**src/sv/cfrf_pkg.sv**
```systemverilog
// shared types and constants for the can frame radio framer
`default_nettype none
package cfrf_pkg;

  localparam int HDR_BYTES     = 5;
  localparam int PAYLOAD_BYTES = 15;
  localparam int QDEPTH        = 2;
  localparam int QPTR_W        = 1;

  localparam logic [7:0] CONT_BIT  = 8'h80;
  localparam logic [7:0] REJ_BYTE  = 8'h00;

  // one classified frame, ready for the serialiser
  typedef struct packed {
    logic                               rejected;
    logic [2:0]                         hdr_cnt;
    logic [4:0]                         total;
    logic [HDR_BYTES-1:0][7:0]          hdr;
    logic [PAYLOAD_BYTES-1:0][7:0]      data;
  } desc_t;

endpackage
`default_nettype wire

```
**src/sv/cfrf_front.sv**
```systemverilog
// front end: length check, extended id chunking and header build
`default_nettype none
module cfrf_front
  import cfrf_pkg::*;
#(
  parameter int MAX_STD_DATA      = 8,
  parameter int MAX_OVERSIZE_DATA = 15
) (
  input  wire logic [10:0] base_id,
  input  wire logic [17:0] ext_id,
  input  wire logic [4:0]  data_len,
  input  wire logic [63:0] data_low,
  input  wire logic [55:0] data_high,
  input  wire logic        allow_oversize,
  output desc_t            desc
);

  localparam logic [4:0] STD_LIM = 5'(MAX_STD_DATA);
  localparam logic [4:0] OVR_LIM = 5'(MAX_OVERSIZE_DATA);

  logic [4:0] limit;
  logic [1:0] ext_cnt;
  logic [3:0] len;

  always_comb begin
    limit = allow_oversize ? OVR_LIM : STD_LIM;
    len   = data_len[3:0];
    if (ext_id == 18'd0) begin
      ext_cnt = 2'd0;
    end else if (ext_id[17:7] == 11'd0) begin
      ext_cnt = 2'd1;
    end else if (ext_id[17:14] == 4'd0) begin
      ext_cnt = 2'd2;
    end else begin
      ext_cnt = 2'd3;
    end

    desc.rejected = (data_len > limit);
    desc.hdr_cnt  = 3'd2 + {1'b0, ext_cnt};
    desc.total    = 5'd2 + {3'b0, ext_cnt} + {1'b0, len};
    desc.hdr[0]   = base_id[7:0];
    desc.hdr[1]   = {(ext_cnt != 2'd0), len, base_id[10:8]};
    // least significant chunk first, continuation bit when more follow
    desc.hdr[2]   = {(ext_cnt > 2'd1), ext_id[6:0]};
    desc.hdr[3]   = {(ext_cnt > 2'd2), ext_id[13:7]};
    desc.hdr[4]   = {4'b0, ext_id[17:14]};
    desc.data     = {data_high, data_low};
  end

endmodule
`default_nettype wire

```
**src/sv/cfrf_queue.sv**
```systemverilog
// two-entry descriptor queue between front and back
`default_nettype none
module cfrf_queue
  import cfrf_pkg::*;
(
  input  wire logic  clk,
  input  wire logic  rst,
  input  wire logic  push,
  input  wire desc_t wr_desc,
  output logic       full,
  input  wire logic  pop,
  output logic       not_empty,
  output desc_t      rd_desc
);

  desc_t             entry [QDEPTH];
  logic [QPTR_W-1:0] wr_ptr;
  logic [QPTR_W-1:0] rd_ptr;
  logic [QPTR_W:0]   count;

  always_comb begin
    full      = (count == (QPTR_W+1)'(QDEPTH));
    not_empty = (count != '0);
    rd_desc   = entry[rd_ptr];
  end

  always_ff @(posedge clk) begin
    if (rst) begin
      wr_ptr <= '0;
      rd_ptr <= '0;
      count  <= '0;
    end else begin
      if (push) wr_ptr <= wr_ptr + 1'b1;
      if (pop)  rd_ptr <= rd_ptr + 1'b1;
      if (push && !pop) begin
        count <= count + 1'b1;
      end else if (pop && !push) begin
        count <= count - 1'b1;
      end
    end
  end

  always_ff @(posedge clk) begin
    if (push) entry[wr_ptr] <= wr_desc;
  end

endmodule
`default_nettype wire

```
**src/sv/cfrf_back.sv**
```systemverilog
// back end: walks one descriptor a byte per cycle, while out_ready does not stall, into the output register
`default_nettype none
module cfrf_back
  import cfrf_pkg::*;
(
  input  wire logic       clk,
  input  wire logic       rst,
  input  wire logic       q_valid,
  input  wire desc_t      desc,
  output logic            pop,
  output logic            out_valid,
  input  wire logic       out_ready,
  output logic [7:0]      out_byte,
  output logic            last,
  output logic            rejected
);

  logic [4:0] idx;
  logic [4:0] dsel;
  logic       adv;
  logic [7:0] byte_next;
  logic       last_next;

  always_comb begin
    adv  = q_valid && (!out_valid || out_ready);
    dsel = idx - {2'b0, desc.hdr_cnt};
    if (desc.rejected) begin
      byte_next = REJ_BYTE;
      last_next = 1'b1;
    end else begin
      if (idx < {2'b0, desc.hdr_cnt}) begin
        byte_next = desc.hdr[idx[2:0]];
      end else begin
        byte_next = desc.data[dsel[3:0]];
      end
      last_next = (idx == desc.total - 5'd1);
    end
    pop = adv && last_next;
  end

  always_ff @(posedge clk) begin
    if (rst) begin
      out_valid <= 1'b0;
      idx       <= '0;
    end else begin
      if (adv) begin
        out_valid <= 1'b1;
        idx       <= last_next ? 5'd0 : idx + 5'd1;
      end else if (out_ready) begin
        out_valid <= 1'b0;
      end
    end
  end

  always_ff @(posedge clk) begin
    if (adv) begin
      out_byte <= byte_next;
      last     <= last_next;
      rejected <= desc.rejected;
    end
  end

endmodule
`default_nettype wire

```
**src/sv/can_frame_radio_framer.sv**
```systemverilog
// top level of the can frame radio framer
// the first byte of a frame passes through the queue entry and then the output register
// throughput: one byte per cycle while out_ready does not stall; a frame is 2 + extended bytes + length bytes
//   (2 to 20), a rejected frame a single byte; the rate is set by the byte-wide output register
// frames follow each other with no gap; the two-entry queue takes new frames meanwhile
// reset clears the queue pointers, the byte counter and output valid
`default_nettype none
module can_frame_radio_framer
  import cfrf_pkg::*;
#(
  parameter int MAX_STD_DATA      = 8,
  parameter int MAX_OVERSIZE_DATA = 15
) (
  input  wire logic        clk,
  input  wire logic        rst,
  input  wire logic        in_valid,
  output logic             in_ready,
  input  wire logic [10:0] base_id,
  input  wire logic [17:0] ext_id,
  input  wire logic [4:0]  data_len,
  input  wire logic [63:0] data_low,
  input  wire logic [55:0] data_high,
  input  wire logic        allow_oversize,
  output logic             out_valid,
  input  wire logic        out_ready,
  output logic [7:0]       out_byte,
  output logic             last,
  output logic             rejected
);

  desc_t front_desc;
  desc_t head_desc;
  logic  q_full;
  logic  q_valid;
  logic  q_pop;
  logic  q_push;

  // front: classify the frame and build its header bytes in the cycle it arrives
  cfrf_front #(
    .MAX_STD_DATA      (MAX_STD_DATA),
    .MAX_OVERSIZE_DATA (MAX_OVERSIZE_DATA)
  ) u_front (
    .base_id        (base_id),
    .ext_id         (ext_id),
    .data_len       (data_len),
    .data_low       (data_low),
    .data_high      (data_high),
    .allow_oversize (allow_oversize),
    .desc           (front_desc)
  );

  // a transaction is taken whenever the queue has a free slot
  assign in_ready = !q_full;
  assign q_push   = in_valid && in_ready;

  cfrf_queue u_queue (
    .clk       (clk),
    .rst       (rst),
    .push      (q_push),
    .wr_desc   (front_desc),
    .full      (q_full),
    .pop       (q_pop),
    .not_empty (q_valid),
    .rd_desc   (head_desc)
  );

  // back: serialise the head frame; pops on the cycle its last byte is loaded
  cfrf_back u_back (
    .clk       (clk),
    .rst       (rst),
    .q_valid   (q_valid),
    .desc      (head_desc),
    .pop       (q_pop),
    .out_valid (out_valid),
    .out_ready (out_ready),
    .out_byte  (out_byte),
    .last      (last),
    .rejected  (rejected)
  );

  // a rejection is always a single zero byte carrying the last mark
  a_rej_form: assert property (@(posedge clk) disable iff (rst)
    out_valid && rejected |-> last && (out_byte == REJ_BYTE))
    else $error("rejection result malformed");

  // the back end never pops an empty queue
  a_pop_valid: assert property (@(posedge clk) disable iff (rst)
    q_pop |-> q_valid)
    else $error("pop from empty queue");

  // backpressure on the input only when frames are waiting
  a_full_busy: assert property (@(posedge clk) disable iff (rst)
    !in_ready |-> q_valid)
    else $error("input stalled with empty queue");

  // nothing is offered straight after reset
  a_rst_idle: assert property (@(posedge clk)
    $past(rst) |-> !out_valid)
    else $error("output valid after reset");

endmodule
`default_nettype wire
```
**config.mk**
```make
export PLATFORM = sky130hd
export DESIGN_NAME = can_frame_radio_framer
export DESIGN_NICKNAME = d
export VERILOG_FILES = /design/src/sv/cfrf_pkg.sv /design/src/sv/cfrf_front.sv /design/src/sv/cfrf_queue.sv /design/src/sv/cfrf_back.sv /design/src/sv/can_frame_radio_framer.sv
export SDC_FILE = /design/constraint.sdc
export NUM_CORES = 1
export LEC_CHECK = 0
export BUFFER_PORTS_ARGS = -buffer_cell sky130_fd_sc_hd__buf_2
export CORE_UTILIZATION = 36
export DETAILED_ROUTE_END_ITERATION = 16
export GPL_ROUTABILITY_DRIVEN = 0
export PLACE_DENSITY_LB_ADDON = 0.08
export RECOVER_POWER = 100
export SYNTH_ARGS = -nofsm -noshare
export SYNTH_HDL_FRONTEND = slang
export SYNTH_HIERARCHICAL = 1
export SYNTH_SLANG_ARGS = --single-unit
export TNS_END_PERCENT = 100
```
**constraint.sdc**
```tcl
create_clock -name clk -period 23.8 [get_ports clk]
set_clock_uncertainty 0.15 [all_clocks]
set_input_delay 0 -clock clk [delete_from_list [all_inputs] [get_ports clk]]
set_output_delay 0 -clock clk [all_outputs]
set_load 0.03 [all_outputs]
```
==> flow_summary.yaml, run 1 <==
setup_path:
  critPathSlowestCell: "clkbuf_1"
  cp_max_fo: 53
  r2r_cells: 7
  crit_arrival_ns: 8.85
  crit_required_ns: 23.94
  critPathKind: "reg -> reg"
  rrSetupSlack_ns: 15.09
  cp-end-kind: "register"
  slowest_delay_ns: 2.83
  cp_common_cell: "clkbuf_1"
  start_kind: "register"
  crit_path_cell_trace: "clkbuf_1 > clkbuf_1 > mux2_4 > mux4_2 > nor2_1 > a2111oi_0 > or3_1"
die:
  dieWidth_um: 217
  die_area_mm2: 0.0470
  coreArea_mm2: 0.0455
  initial_utilization: 0.365
  ios: 171
  die_h_um: 217
  row_count: 78
clock_network:
  cts_resized: 0
  cts_buffers: 42
  cts_tree: "done"
  cts_setup_buffers: 0
  cts.sinks: 359
  worstSkewPairLatency_ns: 0.54
  cts_max_path_buffers: 3
  htreeDepth: 2
  hold_buffers: 207
  clock-root-buffer: "clkbuf_16"
  clkTransAtPathRegs_ns: 0.06
timing:
  timing.fmax_mhz: 115
  tightest_slew_ns: 4.37
  finalSetupTns_ns: 0
  setup_violations: 0
  drv_slew: 450
  rsz0062_at_grt: "no"
  relSlewSlack: -1.92
  fin_crit_sh: 0.366
  hold_viol: 0
  period_needed_ns: 8.71
global_route:
  antenna_found_initial: 1
  grt_pass1_wl_um: 54900
  grt_max_degree: 72
  overflow: 0
  grt_pass1_vias: 8846
  gr-usage-all-layers: 0.158
synthesis:
  yosysWarningCount: 6
  synth_most_common_cell: "edfxtp_1"
  ys_top_cells_by_count: "edfxtp_1 (348), buf_4 (158), mux2_4 (110)"
  yosysUniqueCellTypes: 54
  synth_enable_flop_cells: 348
  synth-main-ff-cell: "edfxtp_1"
  avgSynthCellArea_um2: 17.5
  ys_seq_elements: 359
  yosysTopAreaCellShare: 0.629
  synthCells: 950
  synth_area_leaders: "edfxtp_1 (63%), mux2_4 (9.9%), buf_4 (7.1%)"
  async_flop_share: 0
  yosysTopAreaCell: "edfxtp_1"
  ys_seq_area_frac: 0.643
  synth_area_mm2: 0.0166
power_and_ir_drop:
  irDropWorstVdd_uv: 65.0
  clkPwrFrac: 0.278
  switching_share: 0.294
  leakagePower_nw: 6.94
  p_total_mw: 2.18
  p_int_mw: 1.54
  switchingPower_mw: 0.642
  seqPwrFrac: 0.396
  power_frac_comb: 0.325
  powerDensity_mw_per_mm2: 109
finish:
  layout-drive-gt1-share: 0.267
  final_util: 0.439
  n_fill_cell: 4164
  fin_nets: 1364
  areaGrowthSynthToFinish_pct: 20.3
  final_design_area_no_fill_mm2: 0.0200
  diodes: 0
worst_hold_path:
  hold_path_class: "in -> reg"
  holdPathStages: 2
route:
  via_count: 8382
  firstDrtPassIters: 4
  routed_wirelength_um: 36700
  drt-initial-drc-count: 425
  viasPerCell: 4.60
  ant_nets: 0
  wire_per_inst_um: 20.2
  drc: 0
placed_design:
  hpwl_um: 23200
  dpl-instance-area_mm2: 0.0168
  port-buffer-count: 170
run:
  max-cap-violations: 9
outcome:
  violations: "capacitance limit, slew limit"
  outcome: "finished with violations"
[metal layers]
metal,part of all wire,up-vias,global-route usage
met5,0,-,0
met4,0.023,0,0.0535
met3,0.035,55,0.0236
met2,0.50,158,0.263
met1,0.45,4188,0.210
li1,-,3981,-
[cell families (layout without fill, tap and decap cells)]
| group | Yosys count | in the layout | share of synthesized area |
|---|---|---|---|
| DFF | 359 | 359 | 0.643 |
| buffers and inverters | 211 | 480 | 0.0933 |
| muxes | 209 | 209 | 0.188 |
| and+or+nand+nor | 85 | 85 | 0.0287 |
| AOI/OAI and AO/OA | 55 | 55 | 0.0260 |
| adders and majority gates | 15 | 15 | 0.0122 |
| xor gates and xnor gates | 15 | 15 | 0.00882 |
| other | 1 | 4 | 0.000226 |
[power by group through the flow]
stage          registers (mW)  clock network, mW  logic (mW)
2_1_floorplan           0.885                  0       0.536
3_3_place_gp            0.870                  0       0.692
3_5_place_dp            0.870                  0       0.694
4_1_cts                 0.857              0.627       0.723
5_1_grt                 0.876              0.651       0.769
6_report                0.865              0.607       0.710
[layout by cell type, fill, tap and decap left out, drive strengths merged, types with 2 or more instances in the layout]
cell type,Yosys,final
o21ai,4,4
ha,13,13
inv,16,17
nor2,20,20
or4,2,2
a221oi,8,8
nor4,2,2
and3b,2,2
or2,2,2
dlygate4sd3,0,207
o31ai,4,4
a22oi,8,8
nor3,4,4
mux2,177,177
or3,13,13
xor2,8,8
clkinv,2,22
nand3,5,5
nand3b,2,2
nand2,18,18
mux4,32,32
nor2b,8,8
a2111oi,20,20
buf,189,57
conb,1,4
edfxtp,348,348
bufinv,0,3
fa,2,2
dfxtp,11,11
clkbuf,4,173
and3,2,2
xnor2,7,7
a21oi,4,4
[critical path, delay by kind of cell (launching register included)]
family | cells | cell delay [ns]
buffers and inverters | 2 | 5.32
flip-flops | 1 | 1.30
multiplexers | 2 | 0.86
AND/OR/NAND/NOR | 2 | 0.62
AO/OA/AOI/OAI | 1 | 0.13
[flip-flops by register name, indices dropped and copies added (netlist names), named ones only]
signal	count
u_back/idx	5
u_back/rejected	1
u_back/out_byte	8
u_queue/count	2
u_back/last	1
u_back/out_valid	1
u_queue/entry	338
u_queue/wr_ptr	1
u_queue/rd_ptr	1
[worst paths after layout]
kind	from	endpoint
hold reg to reg	u_queue/count[1]$_SDFFE_PP0P_	u_queue/count[1]$_SDFFE_PP0P_
hold / removal	data_low[19]	u_queue/entry[1][19]$_DFFE_PP_
setup / recovery	register	u_back/out_byte[3]$_SDFFCE_PP0P_
setup reg to reg	register	u_back/out_byte[3]$_SDFFCE_PP0P_
[final cells by class]
cell class | instances | area [um2] | area share
flip-flops and latches | 359 | 10700 | 0.534
inverters | 18 | 67.6 | 0.00338
clock buffers | 52 | 1110 | 0.0555
well taps | 600 | 751 | 0.0376
clock inverters | 24 | 181 | 0.00908
multi-input cells | 383 | 4380 | 0.219
repair buffers | 386 | 2820 | 0.141
[per-stage QoR]
stage	cells	hold WS, ns	worst slack, ns
global route	1822	0.0305	14.28
detailed placement	1539	0.0410	18.74
finish	1822	0.0437	15.09
floorplan	953	-0.0809	14.82
global placement	1538	0.0374	18.47
CTS	1822	0.00194	18.74
No activity file was read; power rests on OpenSTA's default activity.
==> run 2: changes to the inputs <==
==> constraint.sdc (replaced) <==
create_clock -name clk -period 7.16 [get_ports clk]
set_clock_uncertainty 0.15 [all_clocks]
set_input_delay 0 -clock clk [delete_from_list [all_inputs] [get_ports clk]]
set_output_delay 0 -clock clk [all_outputs]
set_load 0.03 [all_outputs]
==> run 2 against run 1 <==
  * The run still ends with capacitance limit, slew limit left
  * Non-clock buffer count down 10
  * Via count up 0.11%
  * Clock-buffer cell count up 5
  * Register-to-register slack worse by 13 ns
  * Combinational power rose to 3.2 times the previous value
  * Wire length down 0.18%
  * Setup slack worse by 13 ns
  * Global-route usage about the same
  * Utilization down 0.29 points
  * Critical path depth unchanged
  * Critical path type unchanged
  * Largest cell class unchanged
  * Largest power group unchanged
==> flow_summary.yaml, run 2 (synthesized netlist as in run 1, its figures left out) <==
die:
  coreArea_mm2: 0.0455
  initial_utilization: 0.365
  ios: 171
  dieWidth_um: 217
  row_count: 78
  die_area_mm2: 0.0470
  die_h_um: 217
finish:
  fin_nets: 1354
  largest_register: "u_queue/entry"
  areaGrowthSynthToFinish_pct: 19.5
  multi_input_area_mm2: 0.00437
  n_fill_cell: 4166
  layout-drive-gt1-share: 0.269
  largestRegisters: "u_queue/entry: 338 flops, u_back/out_byte: 8 flops, u_back/idx: 5 flops"
  final_design_area_no_fill_mm2: 0.0198
  final_util: 0.436
  layoutNonFillerInstCount: 1812
  diodes: 0
  largest_register_ffs: 338
  final_common_cell: "edfxtp_1"
  mostFrequentLayoutCells: "edfxtp_1 (348), dlygate4sd3_1 (197), clkbuf_1 (132), mux2_4 (110), mux2_2 (65)"
  register_area_mm2: 0.0107
power_and_ir_drop:
  irDropWorstVdd_uv: 221
  leakagePower_nw: 6.89
  powerDensity_mw_per_mm2: 359
timing:
  fin_crit_sh: 0.758
  tightest_slew_ns: 3.84
  drv_slew: 244
  rsz0062_at_grt: "no"
  period_needed_ns: 5.43
  timing.fmax_mhz: 184
  setup_violations: 0
  hold_viol: 0
  relSlewSlack: -1.56
  finalSetupTns_ns: 0
outcome:
  violations: "capacitance limit, slew limit"
  outcome: "finished with violations"
clock_network:
  cts.sinks: 359
  htreeDepth: 2
  cts_resized: 0
  cts_max_path_buffers: 3
  clock-root-buffer: "clkbuf_16"
  worstSkewPairLatency_ns: 0.55
  cts_setup_buffers: 0
  clkTransAtPathRegs_ns: 0.06
  cts_buffers: 42
  hold_buffers: 197
  cts_tree: "done"
run:
  max-cap-violations: 6
route:
  ant_nets: 0
  drt-initial-drc-count: 386
  routed_wirelength_um: 36700
  via_count: 8391
  firstDrtPassIters: 4
  drc: 0
  viasPerCell: 4.63
  wire_per_inst_um: 20.2
worst_hold_path:
  hold_path_class: "in -> reg"
  holdPathStages: 2
global_route:
  overflow: 0
  grt_max_degree: 68
  grt_pass1_vias: 8919
  grt_pass1_wl_um: 54800
  antenna_found_initial: 0
  gr-usage-all-layers: 0.158
placed_design:
  hpwl_um: 22900
  dpl-instance-area_mm2: 0.0168
  port-buffer-count: 170
  numPlacedInstances: 1539
setup_path:
  crit_path_cell_trace: "mux2_2 > ha_1 > fa_1 > nor2b_1 > a221oi_1 > a2111oi_0 > or3_1"
  slowest_delay_ns: 1.83
  crit_required_ns: 7.43
  start_kind: "register"
  cp-end-kind: "register"
  cp_max_fo: 52
  critPathKind: "reg -> reg"
  crit_arrival_ns: 5.70
  r2r_cells: 7
  critPathSlowestCell: "fa_1"
run 2: area by class of cell:
| cell class | instances | share of cell area |
|---|---|---|
| Clock buffer | 57 | 0.0574 |
| Clock inverter | 19 | 0.00555 |
| Inverter | 18 | 0.00340 |
| Multi-Input combinational cell | 383 | 0.220 |
| Sequential cell | 359 | 0.538 |
| Tap cell | 600 | 0.0378 |
| Timing Repair Buffer | 376 | 0.138 |
run 2: critical path: cells and delay by family (launching register included):
family,cells,cell delay (ns)
flops,1,0.93
mux,1,0.42
fa+ha+maj,2,2.06
simple gates,2,0.79
compound gates,2,0.87
run 2: worst paths after layout:
check	startpoint	endpoint	slack, ns
max	register	u_back/out_byte[6]$_SDFFCE_PP0P_	1.73
min	data_low[11]	u_queue/entry[0][11]$_DFFE_PP_	0.04
max reg2reg	register	u_back/out_byte[6]$_SDFFCE_PP0P_	1.73
min reg2reg	u_queue/count[1]$_SDFFE_PP0P_	u_queue/count[1]$_SDFFE_PP0P_	0.36
run 2: report_power, final:
group / switching (mW) / total (mW) / internal, mW
Combinational: 1.15 / 2.27 / 1.13
Clock: 0.810 / 1.95 / 1.14
Sequential: 0.182 / 2.90 / 2.72
Total: 2.14 / 7.13 / 4.99
run 2: through the flow:
stage | power (mW) | hold WS, ns | setup WS (ns)
final | 7.13 | 0.0375 | 1.73
after global routing | 7.50 | 0.0184 | 1.23
after CTS | 7.26 | 0.000299 | 2.29
after detailed placement | 5.19 | 0.0414 | 2.31
after global placement | 5.20 | 0.0368 | 2.25
after floorplan | 4.69 | -0.0809 | 1.44
run 2: routing by layer:
layer	GRT usage	vias up	part of all wire
met2	0.262	184	0.48
li1	-	3955	-
met4	0.0505	0	0.019
met1	0.213	4202	0.46
met3	0.0239	50	0.039
met5	0	-	0
